$ cat src/design/deadline_timer_queue_assert.svh
// assertion macros for the deadline timer queue
`ifndef DEADLINE_TIMER_QUEUE_ASSERT_SVH
`define DEADLINE_TIMER_QUEUE_ASSERT_SVH
// assert that a condition implies another on the same edge
`define DTQ_ASSERT_IMP(label, a, b) \
  label: assert property (@(posedge clk) disable iff (!rst_n) (a) |-> (b)) \
    else $error("assertion failed");
// assert that a condition implies another on the next edge
`define DTQ_ASSERT_NEXT(label, a, b) \
  label: assert property (@(posedge clk) disable iff (!rst_n) (a) |=> (b)) \
    else $error("assertion failed");
`endif

$ cat src/design/dtq_pkg.sv
// ----------------------------------------------------------------------------
// dtq_pkg
// shared types and constants of the deadline timer queue
// ----------------------------------------------------------------------------
package dtq_pkg;

  localparam int TimersDefault   = 16;
  localparam int MinDelayDefault = 100;
  localparam int ResultLimit     = 16;
  localparam int TimeW           = 48;
  localparam int PeriodW         = 32;

  typedef enum logic [1:0] {
    OP_ADD    = 2'd0,
    OP_CANCEL = 2'd1,
    OP_TICK   = 2'd2,
    OP_NONE   = 2'd3
  } op_t;

  typedef enum logic [2:0] {
    ST_ADDED     = 3'd0,
    ST_FULL      = 3'd1,
    ST_CANCELLED = 3'd2,
    ST_UNKNOWN   = 3'd3,
    ST_EXPIRED   = 3'd4,
    ST_NONE_DUE  = 3'd5
  } status_t;

  // one command between front and back
  typedef struct packed {
    op_t               op;
    logic [TimeW-1:0]  deadline;
    logic [PeriodW-1:0] period;
    logic [3:0]        target;
    logic [TimeW-1:0]  now;
  } cmd_t;

  // one result item
  typedef struct packed {
    status_t           status;
    logic [3:0]        slot;
    logic              earliest_changed;
    logic              rearm;
    logic [TimeW-1:0]  next_delay;
    logic              restarted;
    logic              last;
  } res_t;

endpackage

$ cat src/design/dtq_front.sv
// ----------------------------------------------------------------------------
// dtq_front
// input queue: accepts operations, drops unknown codes, holds two commands
// ----------------------------------------------------------------------------
module dtq_front (
  input  logic          clk,
  input  logic          rst_n,
  input  logic          push,
  output logic          full,
  input  dtq_pkg::cmd_t cmd_in,
  output logic          cmd_valid,
  output dtq_pkg::cmd_t cmd_out,
  input  logic          cmd_take
);
  import dtq_pkg::*;

  cmd_t       mem_r [2];
  logic       wp_r, wp_nxt, rp_r, rp_nxt;
  logic [1:0] cnt_r, cnt_nxt;
  logic       wr, rd;

  assign full      = (cnt_r == 2'd2);
  // unknown operations are dropped here, never queued
  assign wr        = push && !full && (cmd_in.op != OP_NONE);
  assign cmd_valid = (cnt_r != 2'd0);
  assign rd        = cmd_valid && cmd_take;
  assign cmd_out   = mem_r[rp_r];

  always_comb begin
    wp_nxt  = wp_r ^ wr;
    rp_nxt  = rp_r ^ rd;
    cnt_nxt = cnt_r + {1'b0, wr} - {1'b0, rd};
  end

  always_ff @(posedge clk) begin
    if (!rst_n) begin
      wp_r  <= 1'b0;
      rp_r  <= 1'b0;
      cnt_r <= 2'd0;
    end else begin
      wp_r  <= wp_nxt;
      rp_r  <= rp_nxt;
      cnt_r <= cnt_nxt;
    end
  end

  always_ff @(posedge clk) begin
    if (wr) begin
      mem_r[wp_r] <= cmd_in;
    end
  end

endmodule

$ cat src/design/dtq_back.sv
// ----------------------------------------------------------------------------
// dtq_back
// timer store and sequencer: scans slots one per cycle to place adds, pick,
// re-arm and find the earliest deadline
// ----------------------------------------------------------------------------
module dtq_back #(
  parameter int TIMERS       = dtq_pkg::TimersDefault,
  parameter int MIN_DELAY_US = dtq_pkg::MinDelayDefault
) (
  input  logic          clk,
  input  logic          rst_n,
  input  logic          cmd_valid,
  input  dtq_pkg::cmd_t cmd,
  output logic          cmd_take,
  output logic          res_valid,
  output dtq_pkg::res_t res,
  input  logic          res_take,
  output logic          busy
);
  import dtq_pkg::*;

  localparam int SW = (TIMERS > 1) ? $clog2(TIMERS) : 1;
  localparam int CW = $clog2(TIMERS + 1);
  localparam int KW = $clog2(ResultLimit + 1);
  localparam logic [TimeW-1:0] MinD = TimeW'(MIN_DELAY_US);
  localparam logic [TimeW-1:0] MaxT = {TimeW{1'b1}};

  typedef enum logic [7:0] {
    S_IDLE  = 8'b00000001,
    S_SCAN  = 8'b00000010,
    S_ADDW  = 8'b00000100,
    S_PICK  = 8'b00001000,
    S_EMIT  = 8'b00010000,
    S_REARM = 8'b00100000,
    S_MIN   = 8'b01000000,
    S_OUT   = 8'b10000000
  } state_t;

  state_t state_r, state_nxt;

  logic [TIMERS-1:0] live_r;
  logic [TIMERS-1:0] taken_r;
  logic [TimeW-1:0]  dl_mem [TIMERS];
  logic [PeriodW-1:0] per_mem [TIMERS];

  cmd_t              c_r;
  logic [CW-1:0]     idx_r;
  logic [SW-1:0]     ix;
  logic [SW-1:0]     free_r, best_r;
  logic              free_ok_r, earliest_r, best_ok_r, any_r;
  logic [TimeW-1:0]  best_dl_r, first_r;
  logic [KW-1:0]     count_r;
  logic [TimeW-1:0]  rd_dl;
  logic [PeriodW-1:0] rd_per;
  logic [TimeW:0]    sum;
  logic [TimeW-1:0]  diff;
  logic [TimeW-1:0]  delay;
  logic              rd_live;
  logic              more;
  logic              cancel_hit;
  logic              rv_set;
  res_t              res_r;
  logic              rv_r;

  assign ix       = idx_r[SW-1:0];
  assign rd_dl    = dl_mem[ix];
  assign rd_per   = per_mem[ix];
  assign rd_live  = live_r[ix];
  assign cmd_take = (state_r == S_IDLE) && !rv_r;
  assign res_valid = rv_r;
  assign res      = res_r;
  assign busy     = (state_r != S_IDLE);
  assign more     = (idx_r != CW'(TIMERS - 1));

  // slot numbers at or beyond TIMERS are never live
  assign cancel_hit = ({{(32-4){1'b0}}, cmd.target} < 32'(TIMERS)) &&
                      live_r[SW'(cmd.target)];

  // delay from now to the earliest deadline, floored
  assign diff  = first_r - c_r.now;
  assign delay = (first_r <= c_r.now || diff < MinD) ? MinD : diff;
  assign sum   = {1'b0, c_r.now} + {{(TimeW-PeriodW+1){1'b0}}, rd_per};

  always_comb begin
    unique case (state_r)
      S_IDLE:  state_nxt = S_IDLE;
      S_SCAN:  state_nxt = S_SCAN;
      S_ADDW:  state_nxt = S_ADDW;
      S_PICK:  state_nxt = S_PICK;
      S_EMIT:  state_nxt = S_EMIT;
      S_REARM: state_nxt = S_REARM;
      S_MIN:   state_nxt = S_MIN;
      S_OUT:   state_nxt = S_OUT;
      default: state_nxt = S_IDLE;
    endcase
  end

  // a transaction becomes visible when a result is complete, or when a held
  // expired result is proved not final by the next pick
  always_comb begin
    rv_set = 1'b0;
    unique case (state_r)
      S_IDLE:  rv_set = cmd_valid && !rv_r && (cmd.op == OP_CANCEL);
      S_ADDW:  rv_set = !free_ok_r;
      S_EMIT:  rv_set = (!rv_r || res_take) && (count_r != '0);
      S_OUT:   rv_set = (c_r.op == OP_ADD || count_r == '0) ? !rv_r : 1'b1;
      default: rv_set = 1'b0;
    endcase
  end

  always_ff @(posedge clk) begin
    if (!rst_n) begin
      rv_r <= 1'b0;
    end else if (rv_set) begin
      rv_r <= 1'b1;
    end else if (res_take) begin
      rv_r <= 1'b0;
    end
  end

  always_ff @(posedge clk) begin
    if (!rst_n) begin
      state_r <= S_IDLE;
      live_r  <= '0;
    end else begin
      unique case (state_nxt)
        S_IDLE: begin
          if (cmd_valid && !rv_r) begin
            c_r <= cmd;
            idx_r <= '0;
            free_ok_r <= 1'b0;
            earliest_r <= 1'b1;
            taken_r <= '0;
            count_r <= '0;
            any_r <= 1'b0;
            best_ok_r <= 1'b0;
            if (cmd.op == OP_CANCEL) begin
              res_r <= '{status: cancel_hit ? ST_CANCELLED : ST_UNKNOWN,
                         slot: cmd.target, earliest_changed: 1'b0,
                         rearm: 1'b0, next_delay: MinD, restarted: 1'b0, last: 1'b1};
              if (cancel_hit) begin
                live_r[SW'(cmd.target)] <= 1'b0;
              end
            end else if (cmd.op == OP_ADD) begin
              state_r <= S_SCAN;
            end else begin
              state_r <= S_PICK;
            end
          end
        end
        S_SCAN: begin
          if (rd_live) begin
            if (rd_dl <= c_r.deadline) earliest_r <= 1'b0;
          end else if (!free_ok_r) begin
            free_ok_r <= 1'b1;
            free_r <= ix;
          end
          idx_r <= idx_r + 1'b1;
          if (!more) state_r <= S_ADDW;
        end
        S_ADDW: begin
          first_r <= c_r.deadline;
          if (!free_ok_r) begin
            res_r <= '{status: ST_FULL, slot: 4'd0, earliest_changed: 1'b0,
                       rearm: 1'b0, next_delay: MinD, restarted: 1'b0, last: 1'b1};
            state_r <= S_IDLE;
          end else begin
            live_r[free_r] <= 1'b1;
            dl_mem[free_r] <= c_r.deadline;
            per_mem[free_r] <= c_r.period;
            state_r <= S_OUT;
          end
        end
        S_PICK: begin
          // one slot a cycle: earliest due, untaken; ties keep the lower slot
          if (rd_live && !taken_r[ix] && rd_dl <= c_r.now &&
              (!best_ok_r || rd_dl < best_dl_r)) begin
            best_ok_r <= 1'b1;
            best_r <= ix;
            best_dl_r <= rd_dl;
          end
          if (!more) begin
            idx_r <= '0;
            if (best_ok_r || (rd_live && !taken_r[ix] && rd_dl <= c_r.now)) begin
              state_r <= S_EMIT;
            end else begin
              state_r <= S_MIN;
            end
          end else begin
            idx_r <= idx_r + 1'b1;
          end
        end
        S_EMIT: begin
          if (!rv_r || res_take) begin
            taken_r[best_r] <= 1'b1;
            count_r <= count_r + 1'b1;
            best_ok_r <= 1'b0;
            idx_r <= CW'(best_r);
            state_r <= S_REARM;
          end
        end
        S_REARM: begin
          // the released transaction must be gone before the result is reused
          if (!rv_r || res_take) begin
            if (rd_per != '0) begin
              dl_mem[ix] <= sum[TimeW] ? MaxT : sum[TimeW-1:0];
            end else begin
              live_r[ix] <= 1'b0;
            end
            res_r <= '{status: ST_EXPIRED, slot: 4'(ix), earliest_changed: 1'b0,
                       rearm: 1'b0, next_delay: MinD, restarted: (rd_per != '0),
                       last: 1'b0};
            idx_r <= '0;
            state_r <= (count_r == KW'(ResultLimit)) ? S_MIN : S_PICK;
          end
        end
        S_MIN: begin
          if (rd_live && (!any_r || rd_dl < first_r)) begin
            any_r <= 1'b1;
            first_r <= rd_dl;
          end
          idx_r <= idx_r + 1'b1;
          if (!more) state_r <= S_OUT;
        end
        S_OUT: begin
          // the held expired result, or a new one, gets the final fields
          if (c_r.op == OP_ADD) begin
            if (!rv_r) begin
              res_r <= '{status: ST_ADDED, slot: 4'(free_r),
                         earliest_changed: earliest_r, rearm: earliest_r,
                         next_delay: earliest_r ? delay : MinD, restarted: 1'b0,
                         last: 1'b1};
              state_r <= S_IDLE;
            end
          end else if (count_r == '0) begin
            if (!rv_r) begin
              res_r <= '{status: ST_NONE_DUE, slot: 4'd0, earliest_changed: 1'b0,
                         rearm: any_r, next_delay: any_r ? delay : MinD,
                         restarted: 1'b0, last: 1'b1};
              state_r <= S_IDLE;
            end
          end else begin
            res_r.rearm <= any_r;
            res_r.next_delay <= any_r ? delay : MinD;
            res_r.last <= 1'b1;
            state_r <= S_IDLE;
          end
        end
        default: state_r <= S_IDLE;
      endcase
    end
  end

endmodule

$ cat src/design/deadline_timer_queue.sv
// ----------------------------------------------------------------------------
// deadline_timer_queue
// ordered timer queue with one-shot and periodic timers
// ----------------------------------------------------------------------------
// add: a scan of the slot store one slot per cycle, then the write of a free slot
// cancel: answered from the idle state; tick: a pick scan per expired timer, then a scan for the earliest deadline
// a tick also waits while an earlier expired transaction is not yet popped
// every scan reads one slot of the deadline store per cycle
// one item at a time in the back end; a two-entry command queue in front
// synchronous active-low reset empties queues and frees every slot
module deadline_timer_queue #(
  parameter int TIMERS       = dtq_pkg::TimersDefault,
  parameter int MIN_DELAY_US = dtq_pkg::MinDelayDefault
) (
  input  logic                      clk,
  input  logic                      rst_n,
  input  logic                      push,
  output logic                      full,
  input  logic [1:0]                in_operation,
  input  logic [dtq_pkg::TimeW-1:0] in_deadline,
  input  logic [dtq_pkg::PeriodW-1:0] in_period,
  input  logic [3:0]                in_target_slot,
  input  logic [dtq_pkg::TimeW-1:0] in_current_time,
  output logic                      empty,
  input  logic                      pop,
  output logic [2:0]                out_status,
  output logic [3:0]                out_slot,
  output logic                      out_earliest_changed,
  output logic                      out_rearm,
  output logic [dtq_pkg::TimeW-1:0] out_next_delay,
  output logic                      out_restarted,
  output logic                      out_last
);
  import dtq_pkg::*;

  `include "deadline_timer_queue_assert.svh"

  cmd_t cin, cq;
  res_t r;
  logic cv, ct, rv, busy;

  assign cin = '{op: op_t'(in_operation), deadline: in_deadline, period: in_period,
                 target: in_target_slot, now: in_current_time};

  dtq_front u_front (
    .clk(clk), .rst_n(rst_n), .push(push), .full(full), .cmd_in(cin),
    .cmd_valid(cv), .cmd_out(cq), .cmd_take(ct)
  );

  dtq_back #(.TIMERS(TIMERS), .MIN_DELAY_US(MIN_DELAY_US)) u_back (
    .clk(clk), .rst_n(rst_n), .cmd_valid(cv), .cmd(cq), .cmd_take(ct),
    .res_valid(rv), .res(r), .res_take(pop), .busy(busy)
  );

  assign empty                = !rv;
  assign out_status           = r.status;
  assign out_slot             = r.slot;
  assign out_earliest_changed = r.earliest_changed;
  assign out_rearm            = r.rearm;
  assign out_next_delay       = r.next_delay;
  assign out_restarted        = r.restarted;
  assign out_last             = r.last;

  `DTQ_ASSERT_IMP(a_rearm_last, !empty && out_rearm, out_last)
  `DTQ_ASSERT_IMP(a_delay_min, !empty && !out_rearm,
                  out_next_delay == TimeW'(MIN_DELAY_US))
  `DTQ_ASSERT_NEXT(a_take_idle, ct && cv, busy || !empty)

endmodule
$ cat config.mk
export PLATFORM = sky130hd
export DESIGN_NAME = deadline_timer_queue
export DESIGN_NICKNAME = d
export VERILOG_FILES = /design/src/design/dtq_pkg.sv /design/src/design/dtq_front.sv /design/src/design/dtq_back.sv /design/src/design/deadline_timer_queue.sv
export VERILOG_INCLUDE_DIRS = /design/src /design/src/design
export SDC_FILE = /design/constraint.sdc
export NUM_CORES = 2
export LEC_CHECK = 0
export ABC_AREA = 1
export BUFFER_PORTS_ARGS = -buffer_cell sky130_fd_sc_hd__buf_2
export CAP_MARGIN = 20
export CELL_PAD_IN_SITES_DETAIL_PLACEMENT = 1
export CELL_PAD_IN_SITES_GLOBAL_PLACEMENT = 2
export CORE_MARGIN = 1
export CORE_UTILIZATION = 43
export DETAILED_ROUTE_END_ITERATION = 6
export HOLD_SLACK_MARGIN = 0.06
export PLACE_DENSITY_LB_ADDON = 0.1
export SYNTH_ARGS = -nofsm -noshare
export SYNTH_HDL_FRONTEND = slang
export SYNTH_SLANG_ARGS = --single-unit
export TNS_END_PERCENT = 10
$ cat constraint.sdc
create_clock -name clk -period 12.55 [get_ports clk]
set_clock_uncertainty 0.05 [all_clocks]
set_input_delay 1.255 -clock clk [delete_from_list [all_inputs] [get_ports clk]]
set_output_delay 1.255 -clock clk [all_outputs]
set_load 0.02 [all_outputs]
# Yosys cells after proc, flatten, opt, wreduce, memory -nomap -nowiden
# Memory sizes are Yosys's and may differ from the RTL's. A register that Yosys moved wholly into a read port is not among the register bits.
# Index checks and enable logic that the tools add are counted.
# Widths: inputs -> output; s select.
# word_totals
input_bits	138
mem_count	3
ramBits	1548
output_inout_bits	61
wordCells	260
register_bits	352
# op_classes
n_addsub	6
n_mux	99
eq_ne	42
bitwise_logic	10
n_lt_le_gt_ge	14
n_reduce_logical	58
# mem_list
memory	depth	word_bits	read_ports	rd_clocked_by_memory_dff	write_ports	line	source
u_back.dl_mem	16	48	1	1	1	dtq_back.sv:43	logic [TimeW-1:0] dl_mem [TIMERS];
u_back.per_mem	16	32	1	1	1	dtq_back.sv:44	logic [PeriodW-1:0] per_mem [TIMERS];
u_front.mem_r	2	134	1	1	1	dtq_front.sv:17	cmd_t mem_r [2];
# ops
cell	n
$mux 59	7
$mux 48	6
$pmux 59 s4	1
$le 48x48->1	3
$mux 16	8
$lt 48x48->1	2
$mux 8	12
$pmux 48 s2	1
$pmux 8 s8	1
$pmux 8 s7	1
$add 48x32->49	1
$mux 49	1
$lt 48x7->1 const B	1
$pmux 16 s3	1
$reduce_or 48->1	1
$sub 48x48->48	1
$mux 1	34
$and 16x16->16	2
$not 16->16	2
$or 16x16->16	2
$pmux 16 s2	1
$reduce_bool 32->1	1
$mux 5	5
$pmux 5 s5	1
other kinds (46)	133

# Depth between registers and ports, before layout
# logic_depth
depth_word	10
depth_mapped	27
mapped_depth_nobuf	23

# Hierarchy
# From an unflattened synthesis, not the netlist that was laid out.
# unflattened
hier_cells	7227
hier_area_um2	85454.5
# by_module_without_submodules
mod	area_each_um2	seq_area_each_um2	cells_each	n_inst
dtq_back	75277.2	48716.7	6770	1
dtq_front	10173.5	8147.8	456	1
deadline_timer_queue	3.8	0.0	1	1

# Worst setup path before layout
# OpenSTA, ideal clock, no wires.
# synth_timing
path_kind	input port to flip-flop
from	input port rst_n
to	register u_back.c_r[0] (netlist bit) (enable)
n_path_buf	2
stages	4
required_time_ns	11.721
slack_ns	1.055
setup_ns	0.779
arrival_time_ns	10.666
cell_sequence	clkbuf_1 -> inv_1 -> clkbuf_1 -> nor3_1
# synth_via
elab_chain_cells	1
# synth_lines
item	line	source
start, declared	deadline_timer_queue.sv:16	input logic rst_n,
$reduce_and 3->1 (no source line)	n/a	
end signal, assigned	dtq_back.sv:129	c_r <= cmd;
end, declared	dtq_back.sv:46	cmd_t c_r;
# No other way between the ends.
# A chain may end at the register's enable or synchronous reset.

==> out/qor.csv <==
stage,metric,value,unit
routing,initial DRC count,5294,
job,maximum capacitance violations,0,
cts,hold buffer count at CTS,0,
finish,layout cells sized above 1,9.17,%
floorplan,Die Y,447,µm
routing,via/cell ratio,5.70,
yosys,top post-synthesis cells by area,"edfxtp_1 (66%), nand2_1 (5.0%), nor2_1 (4.9%)",
grt,Tot GR Track Use,28.8,%
timing,final hold vios,0,
yosys,most used flip-flop cell after synthesis,edfxtp_1,
grt,first-pass GRT wire length,418,mm
finish,Filler cells,20800,
power,Pwr per Cell Area,226,nW/µm²
yosys,synthesized netlist cell count,7496,
yosys,Seq cells post-synth,1905,
finish,area grow syn2layout,12.5,%
finish,Total Nets Final,8100,
floorplan,Core Region,197000,µm²
cts,CTS Sinks,1905,
power,LEAKAGE,0.0344,µW
grt,vias in the first global route,60900,
placed_design,gpl congestion,0.921,
placed_design,HPWL Detailed,186,mm
grt,GR Util met3,3.92,%
yosys,"count leader, synth",edfxtp_1,
yosys,list of most frequent post-synthesis cells,"edfxtp_1 (1,871), nand2_1 (1,134), nor2_1 (1,105)",
cts,H-tree levels,4,
grt,largest net degree at the start of global routing,226,
routing,post-route antenna net violation count,0,
yosys,Post-synth EDFFs,1871,
timing,RSZ-0062 raised after global routing,no,
setup_path,crit-path max FO,204,
timing,final worst path period share,62.1,%
cts,CTS tree,done,
finish,Non-Filler Instances,10500,
grt,GRT overflow,0,
setup_path,CP Data Required Time,12.95,ns
grt,met2 Use GR,48.7,%
min_path,Hold Path Class,reg -> reg,
cts,TritonCTS buffer count,200,
power,peak supply drop,0.000159,V
status,status,"finished, final reports clean",
cts,buffer count from post-CTS setup fixing,0,
yosys,syn_area_per_cell,11.4,µm²
cts,root buf cell,clkbuf_16,
timing,max-slew violation count,0,
floorplan,die area,200000,µm²
yosys,ys async rst share,0,%
floorplan,I/O pin total,199,
yosys,post-synthesis sequential area ratio,66.7,%
floorplan,row cnt,163,
setup_path,Startpoint Class,flip-flop,
timing,Slew @ Worst Pin,1.38,ns
grt,initial antenna violation count,10,
grt,gr busiest metal,met2,
yosys,Yosys top cell by area,edfxtp_1,
timing,Setup TNS,0,ns
grt,GR Util met1,38.5,%
placed_design,placed insts,10100,
cts,PostCTS Resize Cnt,0,
yosys,Synth warnings,0,
timing,min Tclk post-route,7.79,ns
routing,wire per inst,27.8,µm
floorplan,Starting Density,43.2,%
routing,DRC viols,0,
placed_design,port buffer count,198,
timing,worst rel slew slack,7.91,%
yosys,Mapped Nets,7918,
cts,clk_lat worst skew,0.87,ns
yosys,Netlist cell types,61,
yosys,synthesized area,85300,µm²
routing,Vias,59800,
timing,Fmax achieved,128,MHz
timing,Final setup viols,0,
setup_path,worst setup path category,reg -> reg,
setup_path,Worst EP arrival,8.19,ns
placed_design,"Cell Area, Placed",89400,µm²
cts,CTS Buffer Depth,3,
yosys,share of the synthesized area in the top cell type,65.9,%
routing,drt total wl,291,mm
routing,Pre-Repair DR Iteration Count,6,
floorplan,die width,447,µm
finish,Final Cell Area,95900,µm²
setup_path,type of element capturing the critical path,flip-flop,
cts,"Reg clk slew, reported paths",0.06,ns
-- logic make-up (layout without fill, tap and decap cells) --
| logic type | after synthesis | count (layout) | synth area share (%) |
|---|---|---|---|
| other cells | 0 | 7 | 0 |
| buf+inv | 904 | 1253 | 4.26 |
| compound gates | 1602 | 1602 | 11.1 |
| flops | 1905 | 1905 | 66.7 |
| xor+xnor | 66 | 66 | 0.678 |
| simple gates | 2734 | 2734 | 13.1 |
| mux | 1 | 1 | 0.0117 |
| fa+ha+maj | 284 | 284 | 4.19 |
-- cell usage in the layout (no fill, tap or decap), drive strengths merged, types with 7 or more instances in the layout --
cell type and n:
inv 566, clkinv 99, o21bai 12, nor3 38
and2 7, a21o 8, a211oi 9, nand4 78
a22oi 34, xor2 40, o21ai 806, edfxtp 1871
dfxtp 34, nand2 1144, o21a 29, a31oi 19
xnor2 26, a21boi 10, ha 282, o211ai 162
nor2 1109, o221ai 152, or2 22, bufinv 18
diode 7, nor4 19, nand3 308, clkbuf 241
buf 323, a21oi 282, o22ai 64
-- path summary, 6_finish.rpt --
check / slack (ns) / startpoint / depth (start not counted) / endpoint
min: 0.40 / u_front.cnt_r[1]$_SDFF_PN0_ / 1 / u_front.cnt_r[1]$_SDFF_PN0_
max: 4.76 / flip-flop / 20 / u_back.best_dl_r[39]$_DFFE_PP_
min reg2reg: 0.40 / u_front.cnt_r[1]$_SDFF_PN0_ / 1 / u_front.cnt_r[1]$_SDFF_PN0_
max reg2reg: 4.76 / flip-flop / 20 / u_back.best_dl_r[39]$_DFFE_PP_
-- cell type report --
| cell class | instances | area (µm²) | area share [%] |
|---|---|---|---|
| clock inverters | 128 | 1240 | 1.29 |
| clock buffers | 241 | 5260 | 5.48 |
| multi-input cells | 4687 | 25100 | 26.1 |
| repair buffers | 323 | 2030 | 2.12 |
| flip-flops and latches | 1905 | 56900 | 59.3 |
| diodes | 7 | 17.5 | 0.0183 |
| well taps | 2640 | 3300 | 3.44 |
| inverters | 561 | 2130 | 2.22 |
-- per-layer routing --
| metal | vias up | part of all wire (%) | routed length (µm) |
|---|---|---|---|
| met2 | 1613 | 49 | 143000 |
| met1 | 30600 | 43 | 124000 |
| met3 | 408 | 5.1 | 14800 |
| met5 | - | 0.022 | 64 |
| li1 | 27200 | - | - |
| met4 | 6 | 3.3 | 9490 |
-- worst max-delay path: stages, from the launching register on --
cell	delay, ns
dfxtp_4	0.77
buf_4	0.65
buf_4	0.91
buf_12	0.60
o21ai_0	0.21
o221ai_1	0.25
nand3_1	0.12
nand2_1	0.40
ha_1	0.33
a21oi_1	0.12
o21ai_0	0.10
a31oi_1	0.13
o21ai_0	0.09
a21oi_1	0.42
nand3_1	0.16
nand2_1	0.26
nand2_1	0.15
inv_1	0.08
nand2_1	0.11
nor2_4	0.30
buf_4	0.63
-- power breakdown --
part | switching, µW | internal [µW]
clock | 2570 | 3360
combinational | 5590 | 2070
sequential | 385 | 7700
-- sequential cells by signal, indices dropped and copies added (netlist names), 4 cells and up, named ones only --
signal	flops
u_back.best_dl_r	48
u_back.best_r	4
u_back.c_r	130
u_back.count_r	5
u_back.dl_mem	768
u_back.first_r	48
u_back.free_r	4
u_back.idx_r	5
u_back.live_r	16
u_back.per_mem	512
u_back.res	59
u_back.state_r	8
u_back.taken_r	16
u_front.mem_r	268
-- through the flow --
stage          util, %  total power [µW]  hold slack (ns)  worst slack, ns
6_report          48.7             21700            0.403             4.76
5_1_grt           48.6             22700            0.433             4.49
4_1_cts           48.6             21700            0.406             4.81
3_5_place_dp      45.3             15800            0.394             4.90
3_3_place_gp      45.2             15600            0.375             4.73
2_1_floorplan        -             12700            0.373             1.05
Note: power is estimated with default switching activity, not from simulation.
